$ cat src/hdl/crc16_bit_frame_checker_top_assert.svh
// Assertion helpers for the checker datapath RTL.
// Every macro expects signals named clk and rst in scope.
`ifndef CRC16_BIT_FRAME_CHECKER_TOP_ASSERT_SVH
`define CRC16_BIT_FRAME_CHECKER_TOP_ASSERT_SVH

// Condition must hold at every edge out of reset.
`define CRCCHK_ASSERT_ALWAYS(lbl, cond, msg) \
  lbl: assert property (@(posedge clk) disable iff (rst) (cond)) else $error(msg);

// Same-cycle implication.
`define CRCCHK_ASSERT_IMPLIES(lbl, ante, cons, msg) \
  lbl: assert property (@(posedge clk) disable iff (rst) (ante) |-> (cons)) else $error(msg);

// Next-cycle implication.
`define CRCCHK_ASSERT_NEXT(lbl, ante, cons, msg) \
  lbl: assert property (@(posedge clk) disable iff (rst) (ante) |=> (cons)) else $error(msg);

`endif

$ cat src/hdl/crcchk_pkg.sv
package crcchk_pkg;

  localparam int MAX_PAYLOAD = 4096;
  localparam int LEN_W       = 13;
  localparam int CRC_W       = 16;
  localparam int CRC_LEN     = 16;
  localparam int APB_AW      = 3;
  localparam int APB_DW      = 32;

  localparam logic [CRC_W-1:0] CRC_POLY      = 16'h1021;
  localparam logic [LEN_W-1:0] PAYLOAD_RESET = 13'd128;
  localparam logic [LEN_W-1:0] LEN_MAX       = LEN_W'(MAX_PAYLOAD);
  localparam logic [LEN_W-1:0] LEN_MIN       = 13'd1;
  localparam logic [LEN_W-1:0] CRC_LEN_L     = LEN_W'(CRC_LEN);

  // register indexes (word address)
  localparam logic REG_PAYLOAD_BITS = 1'b0;

  // frame configuration handed from the register block to the datapath
  typedef struct packed {
    logic [LEN_W-1:0] payload_len; // clamped to 1..MAX_PAYLOAD
    logic             restart;     // register write: restart the frame
  } cfg_t;

  function automatic logic [LEN_W-1:0] clamp_len(input logic [LEN_W-1:0] raw);
    logic [LEN_W-1:0] n;
    n = raw;
    if (n < LEN_MIN) begin
      n = LEN_MIN;
    end
    if (n > LEN_MAX) begin
      n = LEN_MAX;
    end
    return n;
  endfunction

endpackage

$ cat src/hdl/crcchk_if.sv
// Input channel: one received bit per request.
interface crcchk_in_if;
  logic valid;
  logic ready;
  logic data_bit;

  modport source (output valid, output data_bit, input ready);
  modport sink   (input valid, input data_bit, output ready);
endinterface

// Result channel: payload bit or end-of-frame status.
interface crcchk_out_if;
  logic valid;
  logic ready;
  logic out_bit;
  logic is_status;
  logic first_of_frame;
  logic crc_fail;

  modport source (output valid, output out_bit, output is_status,
                  output first_of_frame, output crc_fail, input ready);
  modport sink   (input valid, input out_bit, input is_status,
                  input first_of_frame, input crc_fail, output ready);
endinterface

$ cat src/hdl/crcchk_regs.sv
module crcchk_regs
  import crcchk_pkg::*;
(
  input  logic              clk,
  input  logic              rst,
  input  logic              psel,
  input  logic              penable,
  input  logic              pwrite,
  input  logic [APB_AW-1:0] paddr,
  input  logic [APB_DW-1:0] pwdata,
  output logic [APB_DW-1:0] prdata,
  output logic              pready,
  output cfg_t              cfg
);

  logic [LEN_W-1:0] payload_bits;
  logic [LEN_W-1:0] payload_len;
  logic             wr_len;

  assign pready = 1'b1;
  assign wr_len = psel && penable && pwrite && (paddr[APB_AW-1] == REG_PAYLOAD_BITS);

  always_ff @(posedge clk) begin
    if (rst) begin
      payload_bits <= PAYLOAD_RESET;
      payload_len  <= PAYLOAD_RESET;
    end else if (wr_len) begin
      payload_bits <= pwdata[LEN_W-1:0];
      payload_len  <= clamp_len(pwdata[LEN_W-1:0]);
    end
  end

  always_comb begin
    prdata = '0;
    if (paddr[APB_AW-1] == REG_PAYLOAD_BITS) begin
      prdata = {{(APB_DW-LEN_W){1'b0}}, payload_bits};
    end
  end

  assign cfg.payload_len = payload_len;
  assign cfg.restart     = wr_len;

endmodule

$ cat src/hdl/crcchk_datapath.sv
module crcchk_datapath
  import crcchk_pkg::*;
(
  input  logic clk,
  input  logic rst,
  input  cfg_t cfg,
  crcchk_in_if.sink    bit_in,
  crcchk_out_if.source res_out
);

  // input register
  logic             s1_valid;
  logic             s1_bit;
  // frame state
  logic [CRC_W-1:0] crc_shift;
  logic [LEN_W-1:0] bit_position;
  // result register
  logic             o_valid;
  logic             o_bit;
  logic             o_status;
  logic             o_first;
  logic             o_error;

  logic [LEN_W-1:0] pos_eff;
  logic             in_payload;
  logic             last_bit;
  logic             has_result;
  logic             fb;
  logic [CRC_W-1:0] crc_step;
  logic             s1_fire;

  always_comb begin
    pos_eff = bit_position;
    if (bit_position >= cfg.payload_len + CRC_LEN_L) begin
      pos_eff = '0;
    end
  end

  assign in_payload = pos_eff < cfg.payload_len;
  assign last_bit   = !in_payload && (pos_eff == cfg.payload_len + CRC_LEN_L - LEN_W'(1));
  assign has_result = in_payload || last_bit;

  // CRC bits enter inverted
  assign fb       = s1_bit ^ crc_shift[CRC_W-1] ^ !in_payload;
  assign crc_step = {crc_shift[CRC_W-2:0], 1'b0} ^ (fb ? CRC_POLY : '0);

  // items without a result never wait on the output side
  assign s1_fire      = s1_valid && (!has_result || !o_valid || res_out.ready);
  assign bit_in.ready = !s1_valid || s1_fire;

  always_ff @(posedge clk) begin
    if (rst) begin
      s1_valid <= 1'b0;
    end else if (bit_in.ready) begin
      s1_valid <= bit_in.valid;
    end
  end

  always_ff @(posedge clk) begin
    if (bit_in.ready && bit_in.valid) begin
      s1_bit <= bit_in.data_bit;
    end
  end

  always_ff @(posedge clk) begin
    if (rst || cfg.restart) begin
      crc_shift    <= '0;
      bit_position <= '0;
    end else if (s1_fire) begin
      if (last_bit) begin
        crc_shift    <= '0;
        bit_position <= '0;
      end else begin
        crc_shift    <= crc_step;
        bit_position <= pos_eff + LEN_W'(1);
      end
    end
  end

  always_ff @(posedge clk) begin
    if (rst) begin
      o_valid <= 1'b0;
    end else if (s1_fire && has_result) begin
      o_valid <= 1'b1;
    end else if (res_out.ready) begin
      o_valid <= 1'b0;
    end
  end

  always_ff @(posedge clk) begin
    if (s1_fire && has_result) begin
      o_bit    <= in_payload ? s1_bit : 1'b0;
      o_status <= last_bit;
      o_first  <= in_payload && (pos_eff == '0);
      o_error  <= last_bit && (crc_step != '0);
    end
  end

  assign res_out.valid          = o_valid;
  assign res_out.out_bit        = o_bit;
  assign res_out.is_status      = o_status;
  assign res_out.first_of_frame = o_first;
  assign res_out.crc_fail       = o_error;

`include "crc16_bit_frame_checker_top_assert.svh"

  `CRCCHK_ASSERT_ALWAYS(a_pos_in_frame, bit_position < cfg.payload_len + CRC_LEN_L,
                        "bit position past frame end")
  `CRCCHK_ASSERT_NEXT(a_status_restarts, s1_fire && last_bit && !cfg.restart,
                      (crc_shift == '0) && (bit_position == '0),
                      "frame state not cleared after status")
  `CRCCHK_ASSERT_NEXT(a_cfg_restarts, cfg.restart,
                      (crc_shift == '0) && (bit_position == '0),
                      "config write did not restart frame")
  `CRCCHK_ASSERT_IMPLIES(a_status_fields, o_valid && o_status, !o_bit && !o_first,
                         "status result carries payload fields")

endmodule

$ cat src/hdl/crc16_bit_frame_checker_top.sv
// Serial CRC-16 frame checker (poly 0x1021, init 0). Takes one bit per
// request; a frame is payload_bits payload bits followed by 16 CRC bits.
// Each payload bit comes back out as a result; the CRC bits give nothing
// except the last, which returns a status result with crc_fail set for a
// nonzero remainder. Throughput is one bit per clock unless a result
// stalls; the input register feeds the LFSR and the result register.
// Results that wait on res_out.ready do not stop CRC bits from draining.
// Writing payload_bits (byte address 0, values 0 and >4096 are clamped
// to 1 and 4096) restarts the frame; write only while the block is idle.
module crc16_bit_frame_checker_top
  import crcchk_pkg::*;
(
  input  logic              clk,
  input  logic              rst,
  // input bits
  crcchk_in_if.sink         bit_in,
  // results
  crcchk_out_if.source      res_out,
  // config port
  input  logic              psel,
  input  logic              penable,
  input  logic              pwrite,
  input  logic [APB_AW-1:0] paddr,
  input  logic [APB_DW-1:0] pwdata,
  output logic [APB_DW-1:0] prdata,
  output logic              pready
);

  cfg_t cfg;

  // payload_bits register, clamped length and restart strobe
  crcchk_regs u_regs (
    .clk     (clk),
    .rst     (rst),
    .psel    (psel),
    .penable (penable),
    .pwrite  (pwrite),
    .paddr   (paddr),
    .pwdata  (pwdata),
    .prdata  (prdata),
    .pready  (pready),
    .cfg     (cfg)
  );

  // input register -> LFSR and bit counter -> result register
  crcchk_datapath u_datapath (
    .clk     (clk),
    .rst     (rst),
    .cfg     (cfg),
    .bit_in  (bit_in),
    .res_out (res_out)
  );

endmodule
$ cat src/flat_wrapper.sv
// flat-port wrapper written by rule: the top's interface ports become plain ports
module crc16_bit_frame_checker_top_flat import crcchk_pkg::*;
  (clk, rst, psel, penable, pwrite, paddr, pwdata, prdata, pready, bit_in_valid, bit_in_data_bit, bit_in_ready, res_out_valid, res_out_out_bit, res_out_is_status, res_out_first_of_frame, res_out_crc_fail, res_out_ready);
  crcchk_in_if bit_in_i ();
  crcchk_out_if res_out_i ();
  input  logic clk;
  input  logic rst;
  input  logic psel;
  input  logic penable;
  input  logic pwrite;
  input  logic [APB_AW-1:0] paddr;
  input  logic [APB_DW-1:0] pwdata;
  output logic [APB_DW-1:0] prdata;
  output logic pready;
  input wire logic [$bits(bit_in_i.valid)-1:0] bit_in_valid;
  input wire logic [$bits(bit_in_i.data_bit)-1:0] bit_in_data_bit;
  output wire logic [$bits(bit_in_i.ready)-1:0] bit_in_ready;
  output wire logic [$bits(res_out_i.valid)-1:0] res_out_valid;
  output wire logic [$bits(res_out_i.out_bit)-1:0] res_out_out_bit;
  output wire logic [$bits(res_out_i.is_status)-1:0] res_out_is_status;
  output wire logic [$bits(res_out_i.first_of_frame)-1:0] res_out_first_of_frame;
  output wire logic [$bits(res_out_i.crc_fail)-1:0] res_out_crc_fail;
  input wire logic [$bits(res_out_i.ready)-1:0] res_out_ready;
  assign bit_in_i.valid = bit_in_valid;
  assign bit_in_i.data_bit = bit_in_data_bit;
  assign bit_in_ready = bit_in_i.ready;
  assign res_out_valid = res_out_i.valid;
  assign res_out_out_bit = res_out_i.out_bit;
  assign res_out_is_status = res_out_i.is_status;
  assign res_out_first_of_frame = res_out_i.first_of_frame;
  assign res_out_crc_fail = res_out_i.crc_fail;
  assign res_out_i.ready = res_out_ready;
  crc16_bit_frame_checker_top u_core (.clk(clk), .rst(rst), .bit_in(bit_in_i), .res_out(res_out_i), .psel(psel), .penable(penable), .pwrite(pwrite), .paddr(paddr), .pwdata(pwdata), .prdata(prdata), .pready(pready));
endmodule
$ cat config.mk
export PLATFORM = sky130hd
export DESIGN_NAME = crc16_bit_frame_checker_top_flat
export DESIGN_NICKNAME = d
export VERILOG_FILES = /design/src/hdl/crcchk_pkg.sv /design/src/hdl/crcchk_if.sv /design/src/hdl/crcchk_regs.sv /design/src/hdl/crcchk_datapath.sv /design/src/hdl/crc16_bit_frame_checker_top.sv /design/src/flat_wrapper.sv
export VERILOG_INCLUDE_DIRS = /design/src /design/src/hdl
export SDC_FILE = /design/constraint.sdc
export NUM_CORES = 1
export LEC_CHECK = 0
export BUFFER_PORTS_ARGS = -buffer_cell sky130_fd_sc_hd__buf_4
export CAP_MARGIN = 20
export CELL_PAD_IN_SITES_DETAIL_PLACEMENT = 1
export CELL_PAD_IN_SITES_GLOBAL_PLACEMENT = 1
export CORE_ASPECT_RATIO = 0.5
export CORE_MARGIN = 2
export CORE_UTILIZATION = 41
export CTS_CLUSTER_SIZE = 10
export DETAILED_ROUTE_END_ITERATION = 8
export PLACE_DENSITY = 0.87
export SYNTH_ARGS = -nofsm -noshare
export SYNTH_HDL_FRONTEND = slang
export SYNTH_SLANG_ARGS = --single-unit
$ cat constraint.sdc
create_clock -name clk -period 7.4 [get_ports clk]
set_clock_uncertainty 0.1 [all_clocks]
set_input_delay 1.11 -clock clk [delete_from_list [all_inputs] [get_ports clk]]
set_output_delay 1.11 -clock clk [all_outputs]
set_load 0.01 [all_outputs]
==> results.md <==
- 3 — number of buffers and inverters on the critical path
- 4471 — number of global-route vias before repair
- 271 — violation count after the first detailed-route iteration
- sky130_fd_sc_hd__nand2_1 — leading cell type in the layout, fill and taps excluded
- 13.2% — area overhead of the layout relative to synthesis
- 2 — maximum number of buffers from clock root to sink
- 1.93 nW — leak pwr
- 0.411 — met2 usage
- 5.91 — detail-routed via count per cell
- 0 — count of antenna-violating nets left after detailed routing
- 0 — global route total overflow
- 4421 — via count of the routed design
- 577 — count of mapped cells out of synthesis
- sky130_fd_sc_hd__clkbuf_16 — cell at the root of the clock tree
- 152 um — Die Span X
- 12 — crit path max fanout
- 0 — Antenna Diode Count
- 0.323 — GRT met1 Usage
- 0.852 mW — total chip power
- 0.48 ns — Worst path max stage delay
- 0 — post_cts resized
- 0.06 ns — Worst-path clk slew
- 9 — number of buffers created by CTS
- 0.698 ns — pre-CTS WS
- sky130_fd_sc_hd__dfxtp_1 — commonest register cell after synthesis
- 4 — number of iterations in the first detailed-routing pass
- 14200 um — wirelength, routed
- 0.489 — Finished Core Util
- 10400 um^2 — CORE AREA
- 0 — total count of hold-check failures in the final report
- yes — clock tree from TritonCTS
- 1294 — fill cell instance count of the final layout
- 0.356 ns — worst hold margin
- 0 — number of warnings issued by yosys
- 0.432 — effective utilization at floorplan
- 0 — number of max-slew violations in the final report
- 6.19 ns — Req. time, crit path
- 40 — Port Buffer Count
- 18.9 um — routed length per instance
- 0.928 ns — Least-Margin Pin Slew
- 7.82 um^2 — synthesized area divided by synthesized cell count
- 62 — post-synthesis register bit count
- 0 — share of async-settable or async-resettable flops after synthesis
- met2 — busiest layer in global routing
- 0.34 ns — clk_lat worst skew
- 0 — post-CTS setup-driven buffer insertion count
- 0.377 — worst rel slew slack
- 0 — antenna violations before repair
- 5 — EDFF count, synth
- 62 — CTS sink cnt
- 0 — final-report setup violation count
- 0.363 ns — PnR worst setup slack
- 78.2 um — height of the die
- 673 — count of nets after finishing
- 0 ns — total negative slack
- 10100 um — post-DP HPWL
- 26 — FP Rows
- 0 — total of max-cap violations
- 0.245 — global-route usage over all layers
- register — startpoint class of the critical path
- register to output port — Setup CP Type
- 0.951 — share of the clock period used by the worst path after layout
- 76 — distinct cell type count after synthesis
- compound AO/OA/AOI/OAI gates — cell family contributing the most delay on the critical path
- sky130_fd_sc_hd__o41a_1 — cell type of the slowest stage on the worst timing path
- 167 nW/um^2 — power density over the cells
- 80 x sky130_fd_sc_hd__nand2_1, 56 x sky130_fd_sc_hd__a21oi_1, 56 x sky130_fd_sc_hd__dfxtp_1, 47 x sky130_fd_sc_hd__buf_4, 36 x sky130_fd_sc_hd__nand3_1 — most frequent cells in the layout
- complete, no violations — status
- 5.83 ns — arrival time of data at the critical path endpoint
- 0 — drc violations
- 0 — Hold-fix buffers, CTS
- 11900 um^2 — area of the die
- 0.138 — share of post-route cells with drive strength above 1
- output port — element type at the critical path end
- 4510 um^2 — post-synthesis cell area
- ha_2 -> nand3_1 -> nor2_1 -> xnor2_1 -> ha_1 -> nand3b_1 -> a211oi_1 -> nor2_1 -> o41a_1 -> o21a_2 -> and2_1 -> ha_1 -> a2111oi_1 -> a21oi_1 -> a211o_1 -> a21oi_1 -> o21ai_0 -> inv_1 -> buf_4 -> a31oi_4 -> nand2b_1 -> or2_1 -> buf_4 — CP cell instances
- 7.04 ns — min cycle time layout
- register to register — Hold/Removal Path Class
- 23600 um — global-route wire length before repair
- 0.0464 — met3 capacity usage during global routing
- 41 — pin count of the biggest net entering global routing
- 0.113 mV — peak supply drop
- 82 — count of boundary I/O pins
- 0.889 — global placement routability congestion
- 3 — count of H-tree levels built during CTS
- 0.142 GHz — highest achievable clock rate
- no — unrepaired setup endpoints after global routing
- 0.286 — sequential-to-total area share from yosys stat
cell usage after synthesis (5+ instances only):
cell,instances,share of area
sky130_fd_sc_hd__nand2_1,80,0.067
sky130_fd_sc_hd__dfxtp_1,57,0.25
sky130_fd_sc_hd__a21oi_1,56,0.062
sky130_fd_sc_hd__nand3_1,36,0.040
sky130_fd_sc_hd__nor2_1,35,0.029
sky130_fd_sc_hd__inv_1,28,0.023
sky130_fd_sc_hd__ha_1,27,0.075
sky130_fd_sc_hd__buf_4,21,0.035
sky130_fd_sc_hd__clkbuf_1,18,0.015
sky130_fd_sc_hd__nor3_1,16,0.018
sky130_fd_sc_hd__nor2b_1,14,0.019
sky130_fd_sc_hd__xnor2_1,13,0.025
sky130_fd_sc_hd__nand4_1,12,0.017
sky130_fd_sc_hd__o21ai_0,12,0.013
sky130_fd_sc_hd__and2_1,10,0.014
sky130_fd_sc_hd__nand3b_1,9,0.015
sky130_fd_sc_hd__nor4_1,9,0.012
sky130_fd_sc_hd__xor2_1,9,0.017
sky130_fd_sc_hd__o31ai_1,7,0.012
sky130_fd_sc_hd__buf_2,6,0.0067
sky130_fd_sc_hd__o21ai_1,6,0.0067
sky130_fd_sc_hd__edfxtp_1,5,0.033
flip-flops by register name, summed over array words and instances, names as in the netlist:
| signal | flops |
|---|---|
| u_core.u_datapath.res_out.is_status | 1 |
| u_core.u_regs.payload_bits | 13 |
| u_core.u_datapath.res_out.valid | 1 |
| u_core.u_datapath.res_out.out_bit | 1 |
| u_core.u_datapath.s1_valid | 1 |
| u_core.u_datapath.crc_shift | 16 |
| u_core.u_datapath.bit_position | 13 |
| u_core.u_datapath.res_out.crc_fail | 1 |
| u_core.u_datapath.res_out.first_of_frame | 1 |
| u_core.u_datapath.s1_bit | 1 |
| u_core.u_regs.payload_len | 13 |
routing by layer:
layer / part of all wire / routed length [um]
met5: 0 / 0
met4: 0.018 / 259
met3: 0.056 / 797
met2: 0.46 / 6460
met1: 0.47 / 6660
worst min-delay path, cell delays in order, from the launching register on:
cell and delay, ns:
sky130_fd_sc_hd__dfxtp_1 0.31, sky130_fd_sc_hd__nand2_1 0.05, sky130_fd_sc_hd__a21oi_1 0.05
worst paths after layout:
check,start,to,slack [ns],cells past startpoint
hold reg to reg,u_core.u_regs.payload_bits[8]$_SDFFE_PP0P_,u_core.u_regs.payload_bits[8]$_SDFFE_PP0P_,0.36,2
setup / recovery,u_core.u_regs.payload_len[5]$_SDFFE_PP0P_,bit_in_ready,0.36,23
hold / removal,u_core.u_regs.payload_bits[8]$_SDFFE_PP0P_,u_core.u_regs.payload_bits[8]$_SDFFE_PP0P_,0.36,2
setup reg to reg,u_core.u_regs.payload_len[5]$_SDFFE_PP0P_,u_core.u_datapath.bit_position[8]$_SDFFE_PP0P_,1.30,24
area by class of cell:
type / count / area [um^2] / area share
inverters: 28 / 105 / 0.0206
well taps: 140 / 175 / 0.0343
multi-input cells: 455 / 2880 / 0.565
clock inverters: 4 / 28.8 / 0.00564
clock buffers: 12 / 268 / 0.0525
repair buffers: 47 / 353 / 0.0691
flip-flops and latches: 62 / 1290 / 0.253
power breakdown:
group	total [mW]	internal (mW)	switching, mW
sequential	0.351	0.345	0.00611
clock	0.420	0.256	0.164
combinational	0.0808	0.0291	0.0517
total	0.852	0.631	0.221
stage by stage:
step / instance area (um^2) / cells
CTS: 5100 / 748
global placement: 4800 / 732
floorplan: 4580 / 595
global route: 5100 / 748
detailed placement: 4800 / 732
finish: 5100 / 748
cells by family (layout without fill, tap and decap cells):
| logic type | Yosys count | after routing | share of synthesized area |
|---|---|---|---|
| AO/OA/AOI/OAI | 131 | 131 | 0.198 |
| XOR/XNOR | 27 | 27 | 0.0635 |
| adder cells (fa/ha/maj) | 28 | 28 | 0.0771 |
| buffers and inverters | 78 | 91 | 0.0907 |
| flip-flops | 62 | 62 | 0.286 |
| multiplexers | 1 | 1 | 0.00250 |
| other | 2 | 20 | 0.00167 |
| AND/OR/NAND/NOR | 248 | 248 | 0.280 |
(Power assumes the default switching activity.)
